===== config.mk =====
export PLATFORM = sky130hd
export DESIGN_NAME = measurement_window_gate_top
export DESIGN_NICKNAME = d
export VERILOG_FILES = /design/src/mwg_pkg.sv /design/src/mwg_in_stage.sv /design/src/mwg_core.sv /design/src/mwg_out_stage.sv /design/src/measurement_window_gate_top.sv
export VERILOG_INCLUDE_DIRS = /design/src /design/src/src
export SDC_FILE = /design/constraint.sdc
export NUM_CORES = 1
export LEC_CHECK = 0
export BUFFER_PORTS_ARGS = -buffer_cell sky130_fd_sc_hd__buf_2
export CAP_MARGIN = 20
export CORE_UTILIZATION = 45
export DETAILED_ROUTE_END_ITERATION = 16
export SLEW_MARGIN = 20
export SYNTH_ARGS = -nofsm -noshare
export SYNTH_HDL_FRONTEND = slang
export SYNTH_SLANG_ARGS = --single-unit

===== constraint.sdc =====
create_clock -name aclk -period 12.1 [get_ports aclk]
set_input_delay 1.21 -clock aclk [delete_from_list [all_inputs] [get_ports aclk]]
set_output_delay 1.21 -clock aclk [all_outputs]
set_load 0.01 [all_outputs]

===== src/measurement_window_gate_top_macros.svh =====
// ----------------------------------------------------------------------------
// Assertion macros for the measurement window gate
// Shared shorthand for clocked, reset-qualified property checks.
// ----------------------------------------------------------------------------
`ifndef MEASUREMENT_WINDOW_GATE_TOP_MACROS_SVH
`define MEASUREMENT_WINDOW_GATE_TOP_MACROS_SVH

// Same-cycle implication, disabled while reset is asserted.
`define MWG_ASSERT_IMP(label, clk, rstn, ante, cons, msg) \
    label: assert property (@(posedge clk) disable iff (!rstn) (ante) |-> (cons)) \
        else $error(msg);

// Next-cycle implication, disabled while reset is asserted.
`define MWG_ASSERT_NXT(label, clk, rstn, ante, cons, msg) \
    label: assert property (@(posedge clk) disable iff (!rstn) (ante) |=> (cons)) \
        else $error(msg);

`endif


===== src/mwg_pkg.sv =====
// ----------------------------------------------------------------------------
// mwg_pkg
// Types, codes and helpers shared by the measurement window gate modules.
// ----------------------------------------------------------------------------
`default_nettype none

package mwg_pkg;

    localparam int unsigned COUNT_WIDTH = 32;
    localparam int unsigned DATA_W      = 32;

    // Mask for counter deltas taken modulo 2^COUNT_WIDTH, limited to 32 bits.
    localparam logic [DATA_W-1:0] CNT_MASK = (COUNT_WIDTH >= DATA_W) ?
        {DATA_W{1'b1}} : DATA_W'((64'd1 << COUNT_WIDTH) - 64'd1);

    typedef logic [DATA_W-1:0] data_t;
    typedef logic [1:0]        cmd_t;
    typedef logic [2:0]        phase_t;
    typedef logic [1:0]        verdict_t;
    typedef logic [1:0]        cwin_t;
    typedef logic [1:0]        cfg_idx_t;

    localparam cmd_t CMD_TICK  = 2'd0;
    localparam cmd_t CMD_START = 2'd1;
    localparam cmd_t CMD_ABORT = 2'd2;

    localparam phase_t PH_IDLE   = 3'd0;
    localparam phase_t PH_SETTLE = 3'd1;
    localparam phase_t PH_BASE   = 3'd2;
    localparam phase_t PH_TEST   = 3'd3;
    localparam phase_t PH_DONE   = 3'd4;

    localparam verdict_t V_NONE   = 2'd0;
    localparam verdict_t V_PASS   = 2'd1;
    localparam verdict_t V_FAIL   = 2'd2;
    localparam verdict_t V_INCONC = 2'd3;

    localparam cwin_t CW_NONE = 2'd0;
    localparam cwin_t CW_BASE = 2'd1;
    localparam cwin_t CW_TEST = 2'd2;

    localparam cfg_idx_t CFG_SETTLE = 2'd0;
    localparam cfg_idx_t CFG_WINDOW = 2'd1;
    localparam cfg_idx_t CFG_LEVEL  = 2'd2;

    localparam data_t SETTLE_RESET = 32'd1000;
    localparam data_t WINDOW_RESET = 32'd10000;
    localparam data_t LEVEL_RESET  = 32'd0;

    typedef struct packed {
        cmd_t  cmd;
        data_t now_ms;
        logic  playing;
        data_t sector_count;
        data_t underrun_count;
        data_t silence_count;
        data_t latency_us;
    } tick_t;

    typedef struct packed {
        phase_t   phase;
        verdict_t verdict;
        data_t    level_now;
        cwin_t    closed_window;
        data_t    win_ms;
        data_t    win_sectors;
        data_t    win_underruns;
        data_t    win_silence;
        data_t    win_worst_us;
    } result_t;

    function automatic data_t cnt_delta(input data_t cur, input data_t mark);
        return (cur - mark) & CNT_MASK;
    endfunction

endpackage

`default_nettype wire


===== src/mwg_in_stage.sv =====
// ----------------------------------------------------------------------------
// mwg_in_stage
// Input register: captures one tick word and holds it until it is consumed.
// ----------------------------------------------------------------------------
`default_nettype none

module mwg_in_stage (
    input  wire logic          aclk,
    input  wire logic          aresetn,
    input  wire logic          s_valid,
    output logic               s_ready,
    input  wire mwg_pkg::tick_t s_word,
    input  wire logic          consume,
    output logic               word_valid,
    output mwg_pkg::tick_t     word
);
    import mwg_pkg::*;

    logic  valid_reg;
    logic  valid_next;
    tick_t word_reg;

    assign s_ready    = !valid_reg || consume;
    assign valid_next = (s_valid && s_ready) ? 1'b1 : (consume ? 1'b0 : valid_reg);

    always_ff @(posedge aclk) begin
        if (!aresetn) begin
            valid_reg <= 1'b0;
        end else begin
            valid_reg <= valid_next;
        end
    end

    // Payload needs no reset; load on every accepted word.
    always_ff @(posedge aclk) begin
        if (s_valid && s_ready) begin
            word_reg <= s_word;
        end
    end

    assign word_valid = valid_reg;
    assign word       = word_reg;

endmodule

`default_nettype wire


===== src/mwg_core.sv =====
// ----------------------------------------------------------------------------
// mwg_core
// Gate state, configuration registers and the per-tick update logic.
// ----------------------------------------------------------------------------
`default_nettype none

`include "measurement_window_gate_top_macros.svh"

module mwg_core (
    input  wire logic              aclk,
    input  wire logic              aresetn,
    input  wire logic              cfg_wr_en,
    input  wire mwg_pkg::cfg_idx_t cfg_index,
    input  wire mwg_pkg::data_t    cfg_wdata,
    input  wire logic              step_en,
    input  wire mwg_pkg::tick_t    word,
    output mwg_pkg::result_t       result
);
    import mwg_pkg::*;

    data_t    settle_reg, window_reg, level_reg;
    phase_t   phase_reg, phase_next;
    verdict_t verdict_reg, verdict_next;
    logic     was_playing_reg, was_playing_next;
    data_t    start_reg, start_next;
    data_t    sector_mark_reg, sector_mark_next;
    data_t    underrun_mark_reg, underrun_mark_next;
    data_t    silence_mark_reg, silence_mark_next;
    data_t    worst_reg, worst_next;
    data_t    base_silence_reg, base_silence_next;

    data_t elapsed;
    data_t worst_upd;
    data_t d_sectors, d_underruns, d_silence;

    assign elapsed     = word.now_ms - start_reg;
    assign worst_upd   = (word.latency_us > worst_reg) ? word.latency_us : worst_reg;
    assign d_sectors   = cnt_delta(word.sector_count, sector_mark_reg);
    assign d_underruns = cnt_delta(word.underrun_count, underrun_mark_reg);
    assign d_silence   = cnt_delta(word.silence_count, silence_mark_reg);

    always_comb begin
        phase_next         = phase_reg;
        verdict_next       = verdict_reg;
        was_playing_next   = was_playing_reg;
        start_next         = start_reg;
        sector_mark_next   = sector_mark_reg;
        underrun_mark_next = underrun_mark_reg;
        silence_mark_next  = silence_mark_reg;
        worst_next         = worst_reg;
        base_silence_next  = base_silence_reg;
        result             = '0;

        case (word.cmd)
            CMD_START: begin
                verdict_next       = V_NONE;
                base_silence_next  = '0;
                was_playing_next   = 1'b0;
                phase_next         = PH_SETTLE;
                start_next         = word.now_ms;
                sector_mark_next   = '0;
                underrun_mark_next = '0;
                silence_mark_next  = '0;
                worst_next         = '0;
            end
            CMD_ABORT: begin
                phase_next   = PH_IDLE;
                verdict_next = V_NONE;
            end
            CMD_TICK: begin
                if (phase_reg != PH_IDLE && phase_reg != PH_DONE) begin
                    if (!word.playing || !was_playing_reg) begin
                        // restart settle and re-mark the counters
                        phase_next         = PH_SETTLE;
                        start_next         = word.now_ms;
                        sector_mark_next   = word.sector_count;
                        underrun_mark_next = word.underrun_count;
                        silence_mark_next  = word.silence_count;
                        worst_next         = '0;
                        was_playing_next   = word.playing;
                    end else begin
                        worst_next = worst_upd;
                        if (phase_reg == PH_SETTLE) begin
                            if (elapsed >= settle_reg) begin
                                phase_next         = PH_BASE;
                                start_next         = word.now_ms;
                                sector_mark_next   = word.sector_count;
                                underrun_mark_next = word.underrun_count;
                                silence_mark_next  = word.silence_count;
                                worst_next         = '0;
                            end
                        end else if (elapsed >= window_reg) begin
                            result.win_ms        = elapsed;
                            result.win_sectors   = d_sectors;
                            result.win_underruns = d_underruns;
                            result.win_silence   = d_silence;
                            result.win_worst_us  = worst_upd;
                            if (phase_reg == PH_BASE) begin
                                result.closed_window = CW_BASE;
                                base_silence_next    = d_silence;
                                phase_next           = PH_TEST;
                                start_next           = word.now_ms;
                                sector_mark_next     = word.sector_count;
                                underrun_mark_next   = word.underrun_count;
                                silence_mark_next    = word.silence_count;
                                worst_next           = '0;
                            end else begin
                                result.closed_window = CW_TEST;
                                phase_next           = PH_DONE;
                                if (base_silence_reg != '0) begin
                                    verdict_next = V_INCONC;
                                end else if (d_silence != '0) begin
                                    verdict_next = V_FAIL;
                                end else begin
                                    verdict_next = V_PASS;
                                end
                            end
                        end
                    end
                end
            end
            default: begin
                // unused command code: report status only
            end
        endcase

        result.phase     = phase_next;
        result.verdict   = verdict_next;
        result.level_now = (phase_next == PH_TEST) ? level_reg : '0;
    end

    always_ff @(posedge aclk) begin
        if (!aresetn) begin
            settle_reg        <= SETTLE_RESET;
            window_reg        <= WINDOW_RESET;
            level_reg         <= LEVEL_RESET;
            phase_reg         <= PH_IDLE;
            verdict_reg       <= V_NONE;
            was_playing_reg   <= 1'b0;
            start_reg         <= '0;
            sector_mark_reg   <= '0;
            underrun_mark_reg <= '0;
            silence_mark_reg  <= '0;
            worst_reg         <= '0;
            base_silence_reg  <= '0;
        end else begin
            if (cfg_wr_en) begin
                case (cfg_index)
                    CFG_SETTLE: settle_reg <= cfg_wdata;
                    CFG_WINDOW: window_reg <= cfg_wdata;
                    CFG_LEVEL:  level_reg  <= cfg_wdata;
                    default: begin
                    end
                endcase
            end
            if (step_en) begin
                phase_reg         <= phase_next;
                verdict_reg       <= verdict_next;
                was_playing_reg   <= was_playing_next;
                start_reg         <= start_next;
                sector_mark_reg   <= sector_mark_next;
                underrun_mark_reg <= underrun_mark_next;
                silence_mark_reg  <= silence_mark_next;
                worst_reg         <= worst_next;
                base_silence_reg  <= base_silence_next;
            end
        end
    end

    `MWG_ASSERT_IMP(a_verdict_only_done, aclk, aresetn, verdict_reg != V_NONE, phase_reg == PH_DONE, "verdict set outside done phase")
    `MWG_ASSERT_IMP(a_test_close_done, aclk, aresetn, result.closed_window == CW_TEST, result.phase == PH_DONE && result.verdict != V_NONE, "test close without verdict")
    `MWG_ASSERT_IMP(a_no_close_zero, aclk, aresetn, result.closed_window == CW_NONE, result.win_ms == '0 && result.win_silence == '0 && result.win_worst_us == '0, "window fields set with no close")
    `MWG_ASSERT_NXT(a_start_settles, aclk, aresetn, step_en && word.cmd == CMD_START, phase_reg == PH_SETTLE && verdict_reg == V_NONE, "start did not enter settle")

endmodule

`default_nettype wire


===== src/mwg_out_stage.sv =====
// ----------------------------------------------------------------------------
// mwg_out_stage
// Result register: holds one result word until the consumer takes it.
// ----------------------------------------------------------------------------
`default_nettype none

module mwg_out_stage (
    input  wire logic             aclk,
    input  wire logic             aresetn,
    input  wire logic             load,
    input  wire mwg_pkg::result_t result,
    output logic                  can_load,
    output logic                  m_valid,
    input  wire logic             m_ready,
    output mwg_pkg::result_t      m_word
);
    import mwg_pkg::*;

    logic    valid_reg;
    logic    valid_next;
    result_t word_reg;

    assign can_load   = !valid_reg || m_ready;
    assign valid_next = load ? 1'b1 : ((valid_reg && m_ready) ? 1'b0 : valid_reg);

    always_ff @(posedge aclk) begin
        if (!aresetn) begin
            valid_reg <= 1'b0;
        end else begin
            valid_reg <= valid_next;
        end
    end

    always_ff @(posedge aclk) begin
        if (load) begin
            word_reg <= result;
        end
    end

    assign m_valid = valid_reg;
    assign m_word  = word_reg;

endmodule

`default_nettype wire


===== src/measurement_window_gate_top.sv =====
// ----------------------------------------------------------------------------
// measurement_window_gate_top
// A/B measurement gate: settle, baseline window, test window, verdict.
// ----------------------------------------------------------------------------
// Each accepted input word (a tick, start or abort command, or an unused code)
// yields exactly one result word. A word passes through an input register, the
// update logic in the core, and a result register. Its result appears on the
// m_ ports once the word moves from the input register into the result
// register. A new word is taken every cycle as long as the result side keeps
// up; throughput is then one word per clock, set by the state update in the
// core (one 32-bit subtract and compare per window check). A waiting result
// holds the next word in the input register: the input register still takes
// one word while the result waits, then s_ready stays low until m_ready takes
// the result. Configuration writes via cfg_wr_en/cfg_index/cfg_wdata take
// effect at the next edge with no handshake; write them only while no word is
// in flight. Index 0 is settle time, 1 window time, 2 test level; other
// indexes are dropped. No clearing pass is needed after reset.
// ----------------------------------------------------------------------------
`default_nettype none

module measurement_window_gate_top (
    input  wire logic              aclk,
    input  wire logic              aresetn,
    // configuration write port
    input  wire logic              cfg_wr_en,
    input  wire mwg_pkg::cfg_idx_t cfg_index,
    input  wire mwg_pkg::data_t    cfg_wdata,
    // input words
    input  wire logic              s_valid,
    output logic                   s_ready,
    input  wire mwg_pkg::cmd_t     s_cmd,
    input  wire mwg_pkg::data_t    s_now_ms,
    input  wire logic              s_playing,
    input  wire mwg_pkg::data_t    s_sector_count,
    input  wire mwg_pkg::data_t    s_underrun_count,
    input  wire mwg_pkg::data_t    s_silence_count,
    input  wire mwg_pkg::data_t    s_latency_us,
    // result words
    output logic                   m_valid,
    input  wire logic              m_ready,
    output mwg_pkg::phase_t        m_phase,
    output mwg_pkg::verdict_t      m_verdict,
    output mwg_pkg::data_t         m_level_now,
    output mwg_pkg::cwin_t         m_closed_window,
    output mwg_pkg::data_t         m_win_ms,
    output mwg_pkg::data_t         m_win_sectors,
    output mwg_pkg::data_t         m_win_underruns,
    output mwg_pkg::data_t         m_win_silence,
    output mwg_pkg::data_t         m_win_worst_us
);
    import mwg_pkg::*;

    tick_t   s_word;
    tick_t   held_word;
    logic    held_valid;
    logic    out_can_load;
    logic    advance;
    result_t step_result;
    result_t out_word;

    // Pack the input ports into one word.
    assign s_word.cmd            = s_cmd;
    assign s_word.now_ms         = s_now_ms;
    assign s_word.playing        = s_playing;
    assign s_word.sector_count   = s_sector_count;
    assign s_word.underrun_count = s_underrun_count;
    assign s_word.silence_count  = s_silence_count;
    assign s_word.latency_us     = s_latency_us;

    // Advance the held word into the result register when there is room;
    // the core updates its state on the same edge.
    assign advance = held_valid && out_can_load;

    mwg_in_stage u_in (
        .aclk       (aclk),
        .aresetn    (aresetn),
        .s_valid    (s_valid),
        .s_ready    (s_ready),
        .s_word     (s_word),
        .consume    (advance),
        .word_valid (held_valid),
        .word       (held_word)
    );

    mwg_core u_core (
        .aclk      (aclk),
        .aresetn   (aresetn),
        .cfg_wr_en (cfg_wr_en),
        .cfg_index (cfg_index),
        .cfg_wdata (cfg_wdata),
        .step_en   (advance),
        .word      (held_word),
        .result    (step_result)
    );

    mwg_out_stage u_out (
        .aclk     (aclk),
        .aresetn  (aresetn),
        .load     (advance),
        .result   (step_result),
        .can_load (out_can_load),
        .m_valid  (m_valid),
        .m_ready  (m_ready),
        .m_word   (out_word)
    );

    // Unpack the result word onto the output ports.
    assign m_phase         = out_word.phase;
    assign m_verdict       = out_word.verdict;
    assign m_level_now     = out_word.level_now;
    assign m_closed_window = out_word.closed_window;
    assign m_win_ms        = out_word.win_ms;
    assign m_win_sectors   = out_word.win_sectors;
    assign m_win_underruns = out_word.win_underruns;
    assign m_win_silence   = out_word.win_silence;
    assign m_win_worst_us  = out_word.win_worst_us;

endmodule

`default_nettype wire


==> qor.yml, run 1 <==
logic_synthesis:
  syn_area_per_cell_um2: 9.907
  synthFlopType: "edfxtp_1"
  yosys_warnings: 0
  synthArstFlopShare_pct: 0
  synth_edf_count: 362
  synthDistinctLibCells: 85
  netlist_area_mm2: 0.03267
  synth_fp_nets: 3724
  ys_seq_area_share_pct: 51.41
  syn_inst: 3298
  ys_ff_latch: 658
setup_path:
  r2r_start: "u_in.word[130]"
  cp_data_arrival_time_ns: 7.76
  start_kind: "register"
  end_kind: "register"
  r2r_slack_ns: 4.86
  crit_start: "u_in.word[130]"
  r2r_end: "u_core.underrun_mark_reg[1]"
  cp.required_ns: 12.63
  cp_max_fo: 79
  path_class: "reg -> reg"
  r2r_cells: 21
job:
  maxCapViolations: 0
detailed_routing:
  drc: 0
  viasPerCell: 5.219
  ant_nets: 0
  dr.first_iter.drc_count: 1498
  num_vias: 24358
  drtPass1Iterations: 5
  wl_per_cell_um: 17.72
  drt_wl_total_mm: 82.72
status:
  status: "finished, final reports clean"
cells_and_area:
  layout_commonest_cell: "nand2_1"
  layout-drive-gt1-share_pct: 15.59
  layout_common_cells: "434 x nand2_1, 401 x buf_2, 362 x edfxtp_1"
  largest_reg_flops: 199
  nets: 4076
  syn2layout_area_growth_pct: 16.59
min_path:
  whs_endpoint: "u_core.level_reg[26]"
  worstHoldPathType: "reg -> reg"
  hp-start: "u_core.level_reg[26]"
  holdPathStages: 2
sta:
  max_clock_freq_ghz: 0.1382
  report.final.slew_viol_count: 0
  tns_ns: 0
  finalHoldViolations: 0
  skew_ns: 0.02787
  whs_ns: 0.4572
  slew_headroom_pct: 31.09
  setup_viol: 0
  min_period_ns: 7.236
  rsz0062_at_grt: "no"
  worst_pin_slew_ns: 1.034
  finalCritPeriodShare_pct: 59.80
cts:
  cts-resized-gates: 0
  clock_latency_ns: 0.63
  clkTransAtPathRegs_ns: 0.06
  h-tree-depth: 3
  clockRootBuffer: "clkbuf_16"
  ctsHoldBuffers: 0
  cts_tree: "built"
  clockBufferDepth: 3
  numClockSinks: 658
  postCtsSetupRepairBufs: 0
  cts_buffers: 75
die:
  num_rows: 98
  initial_core_util_pct: 45.63
  die-area_mm2: 0.07369
  dieWidth_um: 271.5
  die_h_um: 271.5
  boundaryPins: 403
  core_area_mm2: 0.07161
power:
  pwr_density_cell_mw_per_mm2: 141.6
  leakagePower_nw: 14.36
  ir_drop_v: 0.0001114
  finalPower_w: 0.005395
global_routing:
  grt_usage_pct: 22.00
  gr-total-overflow: 0
  antenna_found_initial: 8
  grt_pass1_wl_mm: 128.5
  grt_max_degree: 134
  first_global_vias: 23161
placed_design:
  gp_congestion: 0.8462
  dp_hpwl_mm: 56.64
  io_buffers: 402
-- Yosys cell counts, types with 5 or more instances --
| master | n | area (um^2) |
|---|---|---|
| nand2_1 | 434 | 1629 |
| nor4_1 | 13 | 81.33 |
| xor2_1 | 40 | 350.3 |
| nor2b_1 | 53 | 331.6 |
| a21oi_1 | 201 | 1006 |
| clkbuf_1 | 116 | 435.4 |
| or4_1 | 5 | 37.54 |
| o21ai_0 | 66 | 330.3 |
| xnor2_1 | 66 | 578.1 |
| a211oi_1 | 19 | 142.6 |
| ha_1 | 220 | 2753 |
| a21o_1 | 90 | 675.7 |
| or3_1 | 9 | 56.30 |
| nand3_1 | 132 | 660.6 |
| a22o_1 | 32 | 280.3 |
| and3_1 | 16 | 100.1 |
| nand3b_1 | 6 | 45.04 |
| nor3_1 | 64 | 320.3 |
| nand4_1 | 34 | 212.7 |
| dfxtp_1 | 296 | 5926 |
| o21a_1 | 21 | 157.7 |
| edfxtp_1 | 362 | 10870 |
| inv_1 | 256 | 960.9 |
| o31ai_1 | 9 | 67.56 |
| o21bai_1 | 12 | 90.09 |
| or2_2 | 12 | 75.07 |
| buf_2 | 16 | 80.08 |
| and2_1 | 75 | 469.2 |
| nor2_1 | 224 | 840.8 |
| a31oi_1 | 16 | 100.1 |
| a21boi_0 | 222 | 1667 |
| mux2i_1 | 7 | 70.07 |
| o21ai_1 | 8 | 40.04 |
| nand2b_1 | 21 | 131.4 |
| buf_1 | 17 | 63.81 |
| o211ai_1 | 18 | 135.1 |
| a211o_1 | 7 | 61.31 |
-- worst max-delay path by stage --
stage / endpoint / slack (ns) / cells past startpoint
after floorplan: u_core.phase_reg[1] / 5.99 / 6
after global placement: u_core.underrun_mark_reg[13] / 5.04 / 24
after detailed placement: u_core.underrun_mark_reg[2] / 4.92 / 24
after CTS: u_core.underrun_mark_reg[10] / 4.87 / 24
after global routing: u_core.underrun_mark_reg[15] / 4.31 / 21
final: u_core.underrun_mark_reg[1] / 4.86 / 21
-- critical path: stages, from the launching register on --
cell	delay (ns)
edfxtp_1	0.42
ha_1	0.30
nor2b_1	0.14
o31a_1	0.28
o31ai_1	0.49
o21ai_1	0.18
a31oi_1	0.40
o21ai_1	0.25
xor2_1	0.32
ha_1	0.30
a21o_1	0.18
a21o_1	0.17
a21oi_1	0.26
o2111ai_1	0.16
a311o_1	0.40
a21oi_2	0.44
nor3_1	0.13
nor3_1	0.47
nand2b_4	0.63
buf_4	0.80
nand2_1	0.11
a21boi_0	0.19
-- per-stage QoR --
stage	cell area [um^2]	utilization [%]	setup WS, ns	cells
6_report	38100	53.20	4.864	4667
5_1_grt	38090	53.19	4.313	4665
4_1_cts	38070	53.16	4.869	4662
3_5_place_dp	35560	49.66	4.922	4522
3_3_place_gp	35560	49.66	5.044	4522
2_1_floorplan	32670	-	5.989	3298
-- layout make-up --
class | instances | area [um^2]
Fill cell | 6673 | 33510
Sequential cell | 658 | 16800
Multi-Input combinational cell | 2235 | 14420
Timing Repair Buffer | 424 | 2208
Clock buffer | 101 | 2100
Tap cell | 950 | 1189
Inverter | 256 | 968.4
Clock inverter | 39 | 406.6
Antenna cell | 4 | 10.01
-- power by group --
group,total (W),switching (W),internal (W),leakage (nW)
registers,0.00247,0.0000383,0.00244,5.89
logic,0.000612,0.000376,0.000236,7.27
clock network,0.00231,0.000935,0.00137,1.21
total,0.00540,0.00135,0.00405,14.4
-- layer usage --
metal / track usage, % / vias to the layer above / share of wire (%)
met1: 29.56 / 11481 / 46
met3: 3.158 / 126 / 4.1
met4: 6.712 / 2 / 2.5
met2: 36.67 / 481 / 47
met5: 0 / - / 0.013
li1: - / 12268 / -
-- cell families (layout without fill, tap and decap cells) --
logic type,Yosys count,after routing,share of synthesized area (%)
and+or+nand+nor,1122,1122,15.95
AOI/OAI and AO/OA,774,774,16.14
DFF,658,658,51.41
buffers and inverters,405,820,4.714
adders and majority gates,225,225,8.700
xor gates and xnor gates,106,106,2.841
muxes,8,8,0.2489
other,0,4,0
No activity file was read; power rests on OpenSTA's default activity.
==> run 2: changes to the inputs <==
--- a/config.mk
+++ b/config.mk
@@ -10,6 +10,7 @@
 export CAP_MARGIN = 20
 export CORE_UTILIZATION = 45
 export DETAILED_ROUTE_END_ITERATION = 16
+export PLACE_DENSITY = 0.67
 export SLEW_MARGIN = 20
 export SYNTH_ARGS = -nofsm -noshare
 export SYNTH_HDL_FRONTEND = slang
==> constraint.sdc (replaced) <==
create_clock -name aclk -period 6.6 [get_ports aclk]
set_input_delay 0.66 -clock aclk [delete_from_list [all_inputs] [get_ports aclk]]
set_output_delay 0.66 -clock aclk [all_outputs]
set_load 0.01 [all_outputs]
==> run 2 against run 1 <==
Compared with the run above: design area barely moved; first-iteration DRC count rose by 27%; via count rose by 1.8%; die area did not move; largest cell class unchanged; fmax rose by 18%; hold slack got worse by 0.24 ns; global-route usage rose by 0.38 points; critical endpoint is now u_core.silence_mark_reg[4]; register-to-register slack got worse by 4.4 ns; flip-flop and latch count did not move.
==> qor.yml, run 2 (synthesis results as in run 1) <==
cells_and_area:
  largest_reg_flops: 199  # unchanged
  nets: 4084  # +0.20%
  layout_common_cells: "434 x nand2_1, 401 x buf_2, 362 x edfxtp_1"
  layout_commonest_cell: "nand2_1"
  syn2layout_area_growth_pct: 16.66  # about the same
  fillCellCount: 6445  # -3.4%
  multi_input_area_mm2: 0.01443  # about the same
  layout.area.seq_mm2: 0.01680  # unchanged
  layout-drive-gt1-share_pct: 15.84  # +0.24 points
setup_path:
  path_class: "reg -> reg"
  cp_max_fo: 55  # -30%
  cp_data_arrival_time_ns: 6.66  # -1.10 ns
  cp.required_ns: 7.13  # -5.50 ns
  r2r_start: "u_in.word[130]"
  start_kind: "register"
  crit_start: "u_in.word[130]"
  end_kind: "register"
placed_design:
  io_buffers: 402  # unchanged
  dp_hpwl_mm: 57.86  # +2.1%
  gp_congestion: 0.9144  # +8.1%
global_routing:
  grt_max_degree: 137  # +2.2%
  first_global_vias: 23389  # +0.98%
  grt_pass1_wl_mm: 130.2  # +1.4%
  gr-total-overflow: 0  # unchanged
  grt_usage_pct: 22.39  # +0.38 points
  antenna_found_initial: 13  # +5
die:
  die_h_um: 271.5  # unchanged
  core_area_mm2: 0.07161  # unchanged
  initial_core_util_pct: 45.63  # unchanged
  die-area_mm2: 0.07369  # unchanged
  dieWidth_um: 271.5  # unchanged
  num_rows: 98  # unchanged
  boundaryPins: 403  # unchanged
cts:
  clockRootBuffer: "clkbuf_16"
  cts_buffers: 74  # -1.3%
  clkTransAtPathRegs_ns: 0.06  # about the same
  clockBufferDepth: 3  # unchanged
  h-tree-depth: 3  # unchanged
  clock_latency_ns: 0.62  # about the same
  numClockSinks: 658  # unchanged
  ctsHoldBuffers: 0  # unchanged
  cts_tree: "built"
sta:
  skew_ns: 0.02874  # +0.0008750 ns
  finalCritPeriodShare_pct: 92.85  # +33 points
  finalHoldViolations: 0  # unchanged
  max_clock_freq_ghz: 0.1632  # +18%
  rsz0062_at_grt: "no"
  worst_pin_slew_ns: 1.053  # +0.01926 ns
  tns_ns: 0  # unchanged
  min_period_ns: 6.128  # -1.108 ns
  slew_headroom_pct: 29.81  # -1.3 points
  report.final.slew_viol_count: 0  # unchanged
  setup_viol: 0  # unchanged
detailed_routing:
  drtPass1Iterations: 5  # unchanged
  drt_wl_total_mm: 83.89  # +1.4%
  viasPerCell: 5.302  # +1.6%
  num_vias: 24806  # +1.8%
  drc: 0  # unchanged
  dr.first_iter.drc_count: 1902  # +27%
  wl_per_cell_um: 17.93  # +1.2%
  ant_nets: 0  # unchanged
power:
  pwr_density_cell_mw_per_mm2: 256.1  # +81%
  leakagePower_nw: 14.38  # +0.13%
  ir_drop_v: 0.0002045  # +84%
  finalPower_w: 0.009763  # +81%
job:
  maxCapViolations: 0  # unchanged
status:
  status: "finished, final reports clean"
min_path:
  hp-start: "s_latency_us[9]"
  worstHoldPathType: "in -> reg"
run 2: worst paths after layout:
| check | end | slack, ns | depth (start not counted) |
|---|---|---|---|
| worst max-delay path | u_core.silence_mark_reg[4] | 0.47 | 22 |
| worst min-delay path | u_in.word[9] | 0.22 | 1 |
| worst max register to register | u_core.silence_mark_reg[4] | 0.47 | 22 |
| worst min register to register | u_core.sector_mark_reg[19] | 0.46 | 2 |
run 2: where the power goes:
part	internal (W)	leakage [nW]	total (W)	switching, W
clock network	0.00238	1.17	0.00408	0.00170
registers	0.00447	5.89	0.00454	0.0000780
logic	0.000440	7.32	0.00114	0.000700
total	0.00728	14.4	0.00976	0.00248
run 2: layout make-up:
cell class | count | area share [%]
Sequential cell | 658 | 44.07
Multi-Input combinational cell | 2235 | 37.86
Timing Repair Buffer | 433 | 6.023
Clock buffer | 100 | 5.436
Tap cell | 950 | 3.118
Inverter | 256 | 2.541
Clock inverter | 37 | 0.8896
Antenna cell | 10 | 0.06565
run 2: per-layer routing:
metal / routed length [um] / GRT usage, % / vias to the layer above / part of all wire (%)
met3: 5030 / 3.874 / 110 / 6.0
met5: 0 / 0 / - / 0
met2: 38110 / 35.20 / 689 / 45
li1: - / - / 12287 / -
met1: 38270 / 30.78 / 11720 / 46
met4: 2478 / 8.560 / 0 / 3.0
run 2: repair_timing:
item	CTS	global route
gates resized for setup	0	6
endpoints found under the setup margin	0	220
endpoints found under the hold margin	0	0
setup buffers	0	2
run 2: per-stage QoR:
step	std cells	util (%)	setup WS [ns]	hold slack (ns)	instance area [um^2]
2_1_floorplan	3298	-	1.039	0.4309	32670
3_3_place_gp	4530	49.77	0.3640	0.4474	35640
3_5_place_dp	4530	49.77	0.1907	0.4554	35640
4_1_cts	4667	53.14	0.1492	0.1719	38050
5_1_grt	4679	53.23	0.01531	0.1810	38120
6_report	4679	53.23	0.4722	0.2177	38120
run 2: critical path, stage by stage (launching register included):
cell and delay, ns:
edfxtp_1 0.42, ha_1 0.31, nor2b_1 0.14, o31a_1 0.27
o31ai_1 0.46, o21ai_1 0.21, a31oi_1 0.37, o21ai_1 0.23
xor2_1 0.31, ha_1 0.30, a21o_1 0.18, a21o_1 0.17
a21oi_1 0.30, o2111ai_1 0.17, a311o_1 0.41, a21oi_2 0.32
nor3_1 0.11, nor3_1 0.18, buf_4 0.17, nand2b_4 0.36
buf_12 0.30, nand2_1 0.09, a21boi_0 0.18
==> run 3: changes to the inputs <==
--- a/config.mk
+++ b/config.mk
@@ -10,7 +10,6 @@
 export CAP_MARGIN = 20
 export CORE_UTILIZATION = 45
 export DETAILED_ROUTE_END_ITERATION = 16
-export PLACE_DENSITY = 0.67
 export SLEW_MARGIN = 20
 export SYNTH_ARGS = -nofsm -noshare
 export SYNTH_HDL_FRONTEND = slang
==> constraint.sdc (replaced) <==
create_clock -name aclk -period 7.6 [get_ports aclk]
set_input_delay 0.76 -clock aclk [delete_from_list [all_inputs] [get_ports aclk]]
set_output_delay 0.76 -clock aclk [all_outputs]
set_load 0.01 [all_outputs]
==> run 3 against run 2 <==
Compared with the run above: fmax shrank 8.2%; sequential power fell by 13%; sequential share of layout area barely moved; register-to-register slack gained 0.45 ns; flip-flop and latch count did not move; design area about the same; critical path depth unchanged; die area unchanged; count of clock-buffer cells in the layout up 4; critical path type unchanged; non-clock buffer count is 4 lower; utilization about the same; first-iteration DRC count shrank 25%.
==> qor.yml, run 3 (synthesis results as in run 1) <==
status:
  status: "finished, final reports clean"
placed_design:
  dp_hpwl_mm: 57.27  # -1.0%
  gp_congestion: 0.8624  # -5.7%
  place_area_mm2: 0.03563  # about the same
  dp_slack_ns: 0.9643  # +0.7736 ns
  io_buffers: 402  # unchanged
setup_path:
  cp_max_fo: 62  # +13%
  r2r_end: "u_core.sector_mark_reg[23]"
  start_kind: "register"
  path_class: "reg -> reg"
  cp_data_arrival_time_ns: 7.21  # +0.55 ns
  cp.required_ns: 8.13  # +1.00 ns
  end_kind: "register"
  r2r_start: "u_in.word[130]"
  r2r_slack_ns: 0.93  # +0.45 ns
  r2r_cells: 22  # unchanged
die:
  dieWidth_um: 271.5  # unchanged
  initial_core_util_pct: 45.63  # unchanged
  die-area_mm2: 0.07369  # unchanged
  die_h_um: 271.5  # unchanged
  boundaryPins: 403  # unchanged
  core_area_mm2: 0.07161  # unchanged
  num_rows: 98  # unchanged
detailed_routing:
  drtPass1Iterations: 5  # unchanged
  drt_wl_total_mm: 83.10  # -0.94%
  viasPerCell: 5.229  # -1.4%
  num_vias: 24441  # -1.5%
  drc: 0  # unchanged
  dr.first_iter.drc_count: 1424  # -25%
  ant_nets: 0  # unchanged
  wl_per_cell_um: 17.78  # -0.83%
sta:
  tns_ns: 0  # unchanged
  max_clock_freq_ghz: 0.1499  # -8.2%
  worst_pin_slew_ns: 1.079  # +0.02598 ns
  slew_headroom_pct: 28.08  # -1.7 points
  skew_ns: 0.01980  # -0.008946 ns
  finalCritPeriodShare_pct: 87.81  # -5.0 points
  min_period_ns: 6.673  # +0.5454 ns
  finalHoldViolations: 0  # unchanged
  report.final.slew_viol_count: 0  # unchanged
  setup_viol: 0  # unchanged
  rsz0062_at_grt: "no"
  fin_ws_ns: 0.9268  # +0.4546 ns
cells_and_area:
  layout.area.seq_mm2: 0.01680  # unchanged
  nets: 4081  # -0.073%
  final_area_mm2: 0.03810  # about the same
  layout_common_cells: "434 x nand2_1, 401 x buf_2, 362 x edfxtp_1"
  multi_input_area_mm2: 0.01442  # -0.10%
  layout_commonest_cell: "nand2_1"
  syn2layout_area_growth_pct: 16.59  # about the same
  largest_reg_flops: 199  # unchanged
  fin_util_pct: 53.20  # about the same
  fillCellCount: 6656  # +3.3%
  layout-drive-gt1-share_pct: 15.68  # -0.16 points
power:
  finalPower_w: 0.008504  # -13%
  ir_drop_v: 0.0001637  # -20%
  pwr_density_cell_mw_per_mm2: 223.2  # -13%
  leakagePower_nw: 14.37  # about the same
min_path:
  whs_endpoint: "u_in.word[74]"
  hp-start: "s_underrun_count[10]"
  worstHoldPathType: "in -> reg"
  holdPathStages: 1  # unchanged
global_routing:
  grt_usage_pct: 22.33  # -0.056 points
  grt_max_degree: 136  # -0.73%
  grt_pass1_wl_mm: 130.8  # +0.41%
  gr-total-overflow: 0  # unchanged
  first_global_vias: 23509  # +0.51%
  antenna_found_initial: 14  # +1
cts:
  h-tree-depth: 3  # unchanged
  clock_latency_ns: 0.62  # about the same
  cts_tree: "built"
  numClockSinks: 658  # unchanged
  ctsHoldBuffers: 0  # unchanged
  cts_buffers: 75  # +1.4%
  clkTransAtPathRegs_ns: 0.06  # about the same
  cts-resized-gates: 0  # unchanged
  clockBufferDepth: 3  # unchanged
  clockRootBuffer: "clkbuf_16"
  postCtsSetupRepairBufs: 0  # unchanged
job:
  maxCapViolations: 0  # unchanged
run 3: cell types whose count changed in the layout (fill, tap and decap cells not counted), moves of 2 or more:
cell,delta
clkbuf_1,+4
clkbuf_16,+2
clkinv_4,-2
diode_2,-4
clkbuf_8,-3
buf_4,-3
run 3: layout make-up:
| cell class | instances | area share [%] |
|---|---|---|
| Inverter | 256 | 2.542 |
| Clock inverter | 36 | 0.9163 |
| Multi-Input combinational cell | 2235 | 37.84 |
| Tap cell | 950 | 3.120 |
| Antenna cell | 6 | 0.03941 |
| Clock buffer | 104 | 5.521 |
| Sequential cell | 658 | 44.09 |
| Timing Repair Buffer | 429 | 5.928 |
run 3: worst max path at each step:
stage | startpoint | endpoint | slack [ns] | cells past startpoint
floorplan | m_ready | u_core.phase_reg[1] | 1.94 | 6
global placement | u_in.word[129] | u_core.sector_mark_reg[0] | 1.12 | 24
detailed placement | u_in.word[131] | u_core.sector_mark_reg[3] | 0.96 | 22
CTS | u_in.word[131] | u_core.sector_mark_reg[23] | 0.87 | 22
global route | u_in.word[130] | u_core.sector_mark_reg[23] | 0.38 | 21
finish | u_in.word[130] | u_core.sector_mark_reg[23] | 0.93 | 22
run 3: per-stage QoR:
| stage | hold WS (ns) | cells |
|---|---|---|
| 4_1_cts | 0.2704 | 4668 |
| 5_1_grt | 0.2806 | 4672 |
| 3_3_place_gp | 0.4458 | 4528 |
| 3_5_place_dp | 0.4535 | 4528 |
| 6_report | 0.3122 | 4674 |
| 2_1_floorplan | 0.4309 | 3298 |
run 3: where the power goes:
group          switching (W)  internal (W)
registers          0.0000609       0.00388
clock network        0.00147       0.00212
logic               0.000598      0.000377
total                0.00213       0.00637
run 3: critical path, cell delays in order (launching register included):
cell and delay (ns):
edfxtp_1 0.42, ha_1 0.30, nor2b_1 0.14, o31a_1 0.27
o31ai_1 0.45, o21ai_1 0.18, a31oi_1 0.38, o21ai_1 0.23
nand2_1 0.13, nand2b_1 0.06, a21oi_1 0.17, xnor2_1 0.24
ha_1 0.33, a21oi_1 0.24, o2111ai_1 0.15, a311o_1 0.39
a21oi_2 0.41, nor3_1 0.13, nor3_1 0.47, nand2b_4 0.80
buf_4 0.41, nand2_1 0.10, a21boi_0 0.19
run 3: routing by layer:
| metal | global-route usage (%) | part of all wire, % |
|---|---|---|
| met1 | 30.09 | 46 |
| met2 | 37.06 | 47 |
| met3 | 3.627 | 4.7 |
| met4 | 6.254 | 2.4 |
| met5 | 0 | 0.055 |
